[src/rtl/dfa_pkg.sv]
`default_nettype none

package dfa_pkg;

    localparam int MAX_STATES_DEF  = 16;
    localparam int MAX_SYMBOLS_DEF = 8;

    localparam int STATE_W = 4;
    localparam int COL_W   = 3;
    localparam int CHAR_W  = 8;
    localparam int FUNC_W  = 2;
    localparam int CFG_IDX_W  = 2;
    localparam int CFG_DATA_W = 64;
    localparam int MASK_W     = 16;
    localparam int ASIZE_W    = 4;

    localparam logic [FUNC_W-1:0] FUNC_WRITE = 2'd0;
    localparam logic [FUNC_W-1:0] FUNC_BEGIN = 2'd1;
    localparam logic [FUNC_W-1:0] FUNC_FEED  = 2'd2;
    localparam logic [FUNC_W-1:0] FUNC_SPARE = 2'd3;

    localparam logic [CFG_IDX_W-1:0] REG_START_STATE    = 2'd0;
    localparam logic [CFG_IDX_W-1:0] REG_ACCEPT_MASK    = 2'd1;
    localparam logic [CFG_IDX_W-1:0] REG_ALPHABET_CHARS = 2'd2;
    localparam logic [CFG_IDX_W-1:0] REG_ALPHABET_SIZE  = 2'd3;

    typedef struct packed {
        logic [FUNC_W-1:0]  func;
        logic [STATE_W-1:0] row_state;
        logic [COL_W-1:0]   column_symbol;
        logic [STATE_W-1:0] next_state;
        logic [CHAR_W-1:0]  symbol_char;
    } dfa_in_t;

    typedef struct packed {
        logic [STATE_W-1:0] current_state;
        logic               accepted;
        logic               symbol_unknown;
    } dfa_out_t;

endpackage

`default_nettype wire

[src/rtl/dfa_ram.sv]
`default_nettype none

module dfa_ram #(
    parameter int WIDTH = 4,
    parameter int DEPTH = 128
) (
    input  wire logic                     clk,
    input  wire logic                     we,
    input  wire logic [$clog2(DEPTH)-1:0] waddr,
    input  wire logic [WIDTH-1:0]         wdata,
    input  wire logic [$clog2(DEPTH)-1:0] raddr,
    output logic      [WIDTH-1:0]         rdata
);

    logic [WIDTH-1:0] mem [DEPTH];

    always_ff @(posedge clk)
    begin
        if (we)
        begin
            mem[waddr] <= wdata;
        end
        rdata <= mem[raddr];
    end

endmodule

`default_nettype wire

[src/rtl/dfa_string_recognizer.sv]
`default_nettype none
// Table-driven finite automaton recogniser.
// Command channel: a transaction is taken at a rising edge with start high and busy low.
//   func selects a transition entry write, a string begin or a symbol feed.
// Configuration: cfg_write with cfg_index and cfg_data writes one register at once;
//   the user must change registers only while the block is idle; the block does not enforce this.
// An entry write completes in the accepting cycle and gives no result; the next
//   transaction may follow in the very next cycle.
// A begin or feed gives one result, strobed by done in the cycle after acceptance.
//   busy is high in that cycle, so no new transaction is taken while a result is shown.
//   This follows from the registered read of the transition memory, whose output is
//   the next state that the following symbol must address.
// Results cannot be held off: done is high for exactly one cycle per result.
// Reset clears the present state, the dead flag and the configuration registers to
//   their reset values; transition entries hold nothing defined until written.
module dfa_string_recognizer #(
    parameter int MAX_STATES  = dfa_pkg::MAX_STATES_DEF,
    parameter int MAX_SYMBOLS = dfa_pkg::MAX_SYMBOLS_DEF
) (
    input  wire logic                               clk,
    input  wire logic                               rst_n,
    input  wire logic                               start,
    output logic                                    busy,
    input  wire dfa_pkg::dfa_in_t                   request,
    output logic                                    done,
    output dfa_pkg::dfa_out_t                       result,
    input  wire logic                               cfg_write,
    input  wire logic [dfa_pkg::CFG_IDX_W-1:0]      cfg_index,
    input  wire logic [dfa_pkg::CFG_DATA_W-1:0]     cfg_data
);

    localparam int SYM_W    = $clog2(MAX_SYMBOLS);
    localparam int SYM_SPAN = 1 << SYM_W;
    localparam int DEPTH    = MAX_STATES * SYM_SPAN;
    localparam int ADDR_W   = $clog2(DEPTH);

    typedef struct packed {
        logic is_feed;
        logic known;
        logic in_range;
    } pend_t;

    logic [dfa_pkg::STATE_W-1:0]    start_state_reg;
    logic [dfa_pkg::MASK_W-1:0]     accept_mask_reg;
    logic [dfa_pkg::CFG_DATA_W-1:0] alphabet_chars_reg;
    logic [dfa_pkg::ASIZE_W-1:0]    alphabet_size_reg;

    logic [dfa_pkg::STATE_W-1:0] present_state_reg, present_state_next;
    logic                        dead_reg, dead_next;
    logic                        pending_reg, pending_next;
    pend_t                       pend_reg, pend_next;

    logic              accept;
    logic              sym_hit;
    logic [SYM_W-1:0]  sym_idx;
    logic              tbl_we;
    logic [ADDR_W-1:0] tbl_waddr;
    logic [ADDR_W-1:0] tbl_raddr;
    logic [dfa_pkg::STATE_W-1:0] tbl_rdata;
    logic [dfa_pkg::STATE_W-1:0] out_state;

    assign accept = start && !pending_reg;
    assign busy   = pending_reg;
    assign done   = pending_reg;

    // Alphabet search: the lowest matching symbol index wins.
    always_comb
    begin
        sym_hit = 1'b0;
        sym_idx = '0;
        for (int k = MAX_SYMBOLS - 1; k >= 0; k--)
        begin
            if (int'(alphabet_size_reg) > k &&
                request.symbol_char == alphabet_chars_reg[8*k +: 8])
            begin
                sym_hit = 1'b1;
                sym_idx = SYM_W'(k);
            end
        end
    end

    assign tbl_we = accept && request.func == dfa_pkg::FUNC_WRITE &&
                    int'(request.row_state) < MAX_STATES &&
                    int'(request.column_symbol) < MAX_SYMBOLS;
    assign tbl_waddr = ADDR_W'({request.row_state, request.column_symbol[SYM_W-1:0]});
    assign tbl_raddr = ADDR_W'({present_state_reg, sym_idx});

    dfa_ram #(
        .WIDTH (dfa_pkg::STATE_W),
        .DEPTH (DEPTH)
    ) u_table (
        .clk   (clk),
        .we    (tbl_we),
        .waddr (tbl_waddr),
        .wdata (request.next_state),
        .raddr (tbl_raddr),
        .rdata (tbl_rdata)
    );

    always_comb
    begin
        present_state_next = present_state_reg;
        dead_next          = dead_reg;
        pending_next       = 1'b0;
        pend_next          = pend_reg;
        if (pending_reg)
        begin
            if (pend_reg.is_feed && pend_reg.known && pend_reg.in_range)
            begin
                present_state_next = tbl_rdata;
            end
        end
        else if (accept)
        begin
            unique case (request.func)
                dfa_pkg::FUNC_BEGIN:
                begin
                    present_state_next = start_state_reg;
                    dead_next          = 1'b0;
                    pending_next       = 1'b1;
                    pend_next          = '{is_feed: 1'b0, known: 1'b1, in_range: 1'b0};
                end
                dfa_pkg::FUNC_FEED:
                begin
                    pending_next = 1'b1;
                    pend_next.is_feed  = 1'b1;
                    pend_next.known    = sym_hit;
                    pend_next.in_range = int'(present_state_reg) < MAX_STATES;
                    if (!sym_hit)
                    begin
                        dead_next = 1'b1;
                    end
                end
                dfa_pkg::FUNC_WRITE, dfa_pkg::FUNC_SPARE:
                begin
                    pending_next = 1'b0;
                end
                default:
                begin
                    pending_next = 1'b0;
                end
            endcase
        end
    end

    always_ff @(posedge clk or negedge rst_n)
    begin
        if (!rst_n)
        begin
            present_state_reg <= '0;
            dead_reg          <= 1'b0;
            pending_reg       <= 1'b0;
            pend_reg          <= '0;
        end
        else
        begin
            present_state_reg <= present_state_next;
            dead_reg          <= dead_next;
            pending_reg       <= pending_next;
            pend_reg          <= pend_next;
        end
    end

    always_ff @(posedge clk or negedge rst_n)
    begin
        if (!rst_n)
        begin
            start_state_reg    <= '0;
            accept_mask_reg    <= '0;
            alphabet_chars_reg <= '0;
            alphabet_size_reg  <= dfa_pkg::ASIZE_W'(1);
        end
        else if (cfg_write)
        begin
            unique case (cfg_index)
                dfa_pkg::REG_START_STATE:
                    start_state_reg <= cfg_data[dfa_pkg::STATE_W-1:0];
                dfa_pkg::REG_ACCEPT_MASK:
                    accept_mask_reg <= cfg_data[dfa_pkg::MASK_W-1:0];
                dfa_pkg::REG_ALPHABET_CHARS:
                    alphabet_chars_reg <= cfg_data;
                dfa_pkg::REG_ALPHABET_SIZE:
                    alphabet_size_reg <= cfg_data[dfa_pkg::ASIZE_W-1:0];
                default:
                    alphabet_size_reg <= alphabet_size_reg;
            endcase
        end
    end

    // The stepped state is shown straight from the memory output in the result cycle.
    assign out_state = (pend_reg.is_feed && pend_reg.known && pend_reg.in_range) ?
                       tbl_rdata : present_state_reg;

    assign result.current_state  = out_state;
    assign result.accepted       = accept_mask_reg[out_state] && !dead_reg;
    assign result.symbol_unknown = pend_reg.is_feed && !pend_reg.known;

endmodule

`default_nettype wire

[config.mk]
export PLATFORM = sky130hd
export DESIGN_NAME = dfa_string_recognizer
export DESIGN_NICKNAME = d
export VERILOG_FILES = /design/src/rtl/dfa_pkg.sv /design/src/rtl/dfa_ram.sv /design/src/rtl/dfa_string_recognizer.sv
export SDC_FILE = /design/constraint.sdc
export NUM_CORES = 1
export LEC_CHECK = 0
export BUFFER_PORTS_ARGS = -buffer_cell sky130_fd_sc_hd__buf_4
export CAP_MARGIN = 25
export CORE_UTILIZATION = 25
export DETAILED_ROUTE_END_ITERATION = 16
export GPL_TIMING_DRIVEN = 0
export PLACE_DENSITY = 0.51
export SYNTH_ARGS = -nofsm -noshare
export SYNTH_HDL_FRONTEND = slang
export SYNTH_HIERARCHICAL = 1
export SYNTH_SLANG_ARGS = --single-unit
[constraint.sdc]
create_clock -name clk -period 5.4 [get_ports clk]
set_clock_uncertainty 0.15 [all_clocks]
set_input_delay 1.08 -clock clk [delete_from_list [all_inputs] [get_ports clk]]
set_output_delay 1.08 -clock clk [all_outputs]
set_load 0.05 [all_outputs]
## Word-level counts from Yosys, hierarchy flattened

Memories as Yosys holds them, arrays and structs flattened. A register that Yosys moved wholly into a read port is not among the register bits.
Index checks and enable logic that the tools add are counted.

- $lt $le $gt $ge: 9
- Reductions and logical operators: 31
- Eq/ne operators: 15
- Muxes and demuxes: 30
- Bitwise operators: 1

Operators by type and width:

| cell | count |
|---|---|
| 8-bit == test | 8 |
| 3-bit two-way mux | 8 |
| 4-bit by 3-bit > comparator with 1-bit output, second input constant | 4 |
| 4-bit two-way mux | 4 |
| 1-bit logical AND | 14 |
| 1-bit two-way mux | 14 |
| 2-bit AND reduction | 5 |
| 2-bit == test, second input constant | 4 |
| 4-bit by 1-bit > comparator with 1-bit output, second input constant | 2 |
| 4-bit by 2-bit > comparator with 1-bit output, second input constant | 2 |
| 3-bit one-hot mux with 2 select lines | 1 |
| 2-bit nonzero test | 3 |
| 4-bit by 5-bit < comparator with 1-bit output, second input constant | 1 |
| 1-bit binary-select mux with 4-bit select | 1 |
| 2-bit by 1-bit == test with 1-bit output, second input constant | 2 |
| 2-bit zero test | 2 |
| 1-bit one-hot mux with 2 select lines | 2 |
| 4-bit AND reduction | 1 |
| 2-bit OR reduction | 2 |
| 1-bit zero test | 3 |
| 3-bit AND reduction | 1 |
| 2-bit inequality test, second input constant | 1 |
| 1-bit NOT | 1 |

- Input port bits: 91
- Memory bits (writable): 512
- Memories kept: 1
- Word-level logic and storage cells: 97
- Flip-flop bits (word level): 97

Memories:

| memory | depth | width | read ports | clocked after Yosys merged registers in | write ports | RTL line | RTL |
|---|---|---|---|---|---|---|---|
| u_table.mem | 128 | 4 | 1 | 1 | 1 | dfa_ram.sv:15 | `logic [WIDTH-1:0] mem [DEPTH];` |

## Logic depth before layout (Yosys ltp)

- Word-level depth: 12
- Gate-level depth with buffers: 13
- Depth with buffers taken out: 10

## Cells and area by module

Netlist, hierarchy kept.

Modules (own cells, without submodules):

| module | cells each | seq. area each (um^2) | instances | area each (um^2) |
|---|---|---|---|---|
| dfa_ram | 908 | 15454.8 | 1 | 20193.1 |
| dfa_string_recognizer | 363 | 2403.6 | 1 | 4777.1 |

## Least setup slack after synthesis

OpenSTA, ideal clock, no wires.

- Kind: input to register
- Start point: input request[6] (netlist bit)
- End point: register u_table.rdata[0] (read register of u_table.mem)
- Slack: 0.648 ns
- Data arrival time: 4.481 ns
- Stages on the path: 13
- Required time: 5.129 ns
- Path buffers: 3
- Cell sequence: buf_2 -> xnor2_1 -> nand3_1 -> or4_1 -> o21ai_1 -> nand2_1 -> a31oi_1 -> buf_2 -> buf_2 -> mux4_2 -> mux4_2 -> mux4_2 -> mux2_2

- Word-level cells in the longest chain between the ends: 10
- Elaborated cells on any way between the ends: 24

Ends and longest elaborated chain:

| item | RTL line | RTL |
|---|---|---|
| start, declared | dfa_string_recognizer.sv:24 | `input wire dfa_pkg::dfa_in_t request,` |
| 8-bit == test | dfa_string_recognizer.sv:74 | `request.symbol_char == alphabet_chars_reg[8*k +: 8])` |
| 1-bit logical AND | dfa_string_recognizer.sv:73 | `if (int'(alphabet_size_reg) > k &&` |
| 3-bit two-way mux (7 in series) | dfa_string_recognizer.sv:73 |  |
| 3-bit two-way mux (*) | dfa_string_recognizer.sv:73 |  |
| net sym_idx[0] | dfa_string_recognizer.sv:55 | `logic [SYM_W-1:0] sym_idx;` |
| end, declared | dfa_ram.sv:12 | `output logic [WIDTH-1:0] rdata` |

Mark *: on every way through the listed nets, which the timed path passes. The rest lies on a longest branch.
A chain may end at the register's enable or synchronous reset.

## Worst setup path after layout

- Start point: input request[5] (netlist bit)
- End point: register u_table.rdata[1] (read register of u_table.mem)

The elaborated chain is that of the path after synthesis.

==> results.py <==
metrics = {
    "run_status": {
        "status": "finished, final reports clean",
    },
    "timing": {
        "slew_headroom_pct": 37.86,
        "finalMaxSlewViolations": 0,
        "fmax_mhz": 189.5,
        "min_period_ns": 5.278,
        "setup_viol": 0,
        "tightest_slew_ns": 0.9322,
        "fin_crit_sh_pct": 97.74,
        "hold_viol_final": 0,
    },
    "synthesis": {
        "synth_cell_types": 42,
        "ys_seq_elements": 612,
        "netlist_instances": 1271,
        "synth_edf_count": 512,
        "synth-warning-count": 6,
        "synthArstFlopShare_pct": 15.69,
        "ys_seq_area_share_pct": 71.52,
        "synth_nets": 1365,
        "synth_area_um2": 24970,
        "synthFlopType": "edfxtp_1",
        "post_synth.cell_area_avg_um2": 19.65,
    },
    "critical_path": {
        "slowest_delay_ns": 0.58,
        "worstSetupStartpointType": "input pin",
        "crit_type": "input pin to flip-flop",
        "crit_fanout": 10,
        "cp_top_family": "multiplexers",
        "crit_required_ns": 5.74,
        "end_kind": "flip-flop",
        "cp_common_cell": "mux4_2",
        "cp_num_buf_inv": 3,
        "crit_arrival_ns": 5.61,
        "cpMaxStageDelayCell": "mux4_2",
        "crit_chain": "buf_2 > xnor2_1 > nand3_1 > or4_1 > o21ai_1 > nand2_1 > a31oi_1 > buf_4 > buf_2 > mux4_2 > mux4_2 > mux4_2 > mux2_2",
    },
    "route": {
        "vias": 12686,
        "drcViolationCount": 0,
        "wirelength_mm": 63.59,
        "ant_nets": 0,
        "vias_per_cell": 4.575,
        "drtIter0Drc": 1273,
        "wl_per_cell_um": 22.93,
        "dr.pass1.iters": 5,
    },
    "place": {
        "portBuffers": 87,
        "place_congestion": 0.7717,
        "hpwlAfterDp_mm": 44.94,
        "dp.cells": 2660,
    },
    "clock_network": {
        "cts.sinks": 612,
        "cts_tree": "built",
        "cts_buffers": 60,
        "clockBufferDepth": 3,
        "ctsRootBufferMaster": "clkbuf_16",
        "htreeDepth": 2,
        "clock_latency_ns": 0.66,
        "clk_pin_slew_ns": 0.07,
    },
    "global_routing": {
        "overflow": 0,
        "grt_pass1_wl_mm": 93.52,
        "grt_pass1_vias": 13302,
        "antenna_found_initial": 3,
        "grt_use_total_pct": 12.56,
        "grt_max_degree": 93,
    },
    "die": {
        "initial_core_util_pct": 25.30,
        "die_x_um": 318.0,
        "pin_count": 99,
        "core_area_um2": 98710,
        "dieHeight_um": 318.0,
        "dieArea_um2": 101100,
        "num_rows": 115,
    },
    "pwr": {
        "finalPower_mw": 10.86,
        "power.density_nw_per_um2": 367.5,
        "power_leakage_nw": 9.405,
        "ir_drop_mv": 0.2378,
    },
    "flow_run": {
        "drv_cap": 0,
    },
    "cells_and_area": {
        "fin_cells": 2773,
        "drive_above_1_share_pct": 33.27,
        "final_net_count": 1530,
        "area_delta_synth_final_pct": 18.36,
        "layout_common_cells": "edfxtp_1 (512), mux4_2 (169), nor2_1 (126)",
        "final_common_cell": "edfxtp_1",
        "largest_reg_flops": 512,
    },
    "min_path": {
        "hold_class": "input pin to async pin",
    },
}
[metal layers]
metal,wire length (µm),part of all wire [%],GRT usage [%],vias to the layer above
li1,-,-,-,5433
met1,28500,45,17.71,6732
met2,29690,47,19.87,441
met3,4342,6.8,2.579,78
met4,1031,1.6,2.823,2
met5,13,0.020,0,-
[area by class of cell]
| class | instances | area, µm² |
|---|---|---|
| fill | 9654 | 69150 |
| sequential | 612 | 17860 |
| inverter | 5 | 32.53 |
| timing repair buffer | 103 | 968.4 |
| clock buffer | 69 | 1535 |
| buffer | 69 | 329.1 |
| antenna | 1 | 2.502 |
| multi-input combinational | 585 | 6780 |
| clock inverter | 42 | 439.2 |
| tap | 1287 | 1610 |
[path summary, 6_finish.rpt]
kind | slack [ns] | start | endpoint | depth (start not counted)
min in group clk | 0.36 | accept_mask_reg[12] | accept_mask_reg[12] | 1
worst max-delay path | 0.12 | request[5] | u_table/rdata[1] | 13
worst min-delay path | 0.21 | rst_n | alphabet_chars_reg[27] | 1
worst min register to register | 0.36 | accept_mask_reg[12] | accept_mask_reg[12] | 1
max in group asynchronous | 4.16 | rst_n | alphabet_size_reg[0] | 2
worst max register to register | 0.51 | alphabet_chars_reg[42] | u_table/rdata[1] | 12
[timing repair]
action,4_1_cts,5_1_grt
gates resized for setup,3,9
setup buffers,0,0
endpoints found under the setup margin,4,4
hold buffers,0,0
[power by group]
part           leakage [nW]  switching, mW  internal (mW)  total (mW)
registers              5.77          0.126           5.28        5.41
logic                  2.69          0.674          0.582        1.26
clock network         0.948           1.82           2.38        4.20
[stage by stage]
stage	hold WS [ns]	util, %	cell area (µm²)	setup slack [ns]	setup TNS, ns
3_5_place_dp	0.3472	27.89	27530	-0.8070	-3.114
2_1_floorplan	0.3222	-	24970	0.6478	0
6_report	0.2090	29.94	29560	0.1222	0
3_3_place_gp	0.3362	27.59	27230	-0.9298	-3.707
5_1_grt	0.2157	29.94	29550	-0.01067	-0.01093
4_1_cts	0.1870	29.91	29520	0.04832	0
[worst register-to-register path: stages (launching register included)]
cell     delay (ns)
dfrtp_1        0.39
xnor2_1        0.18
nand4_1        0.14
or4_1          0.48
o21ai_1        0.12
nand2_1        0.07
a31oi_1        0.44
buf_4          0.37
buf_2          0.40
mux4_2         0.57
mux4_2         0.58
mux4_2         0.53
mux2_2         0.32
[cell usage after synthesis, types with 7 or more instances]
cell type	count	share of area, %
edfxtp_1	512	62
mux2i_1	14	0.56
nor2_1	126	1.9
mux4_2	169	15
xnor2_1	19	0.67
nand4_1	9	0.23
nor3_1	14	0.28
nand2_1	21	0.32
buf_1	9	0.14
nand3_1	15	0.30
buf_2	25	0.50
xor2_1	45	1.6
nor4_1	9	0.23
nor2b_1	7	0.18
dfrtp_1	95	9.5
clkbuf_1	31	0.47
mux2_2	95	4.3
[kinds of logic (layout without fill, tap and decap cells)]
group	Yosys count	count (layout)	share of synthesized area (%)
compound gates	19	19	0.4960
buf+inv	74	288	1.353
mux	280	280	20.27
fa+ha+maj	3	3	0.1503
flops	612	612	71.52
simple gates	219	219	3.968
xor+xnor	64	64	2.245
other cells	0	1	0
Power figures use the tool's default switching activity.
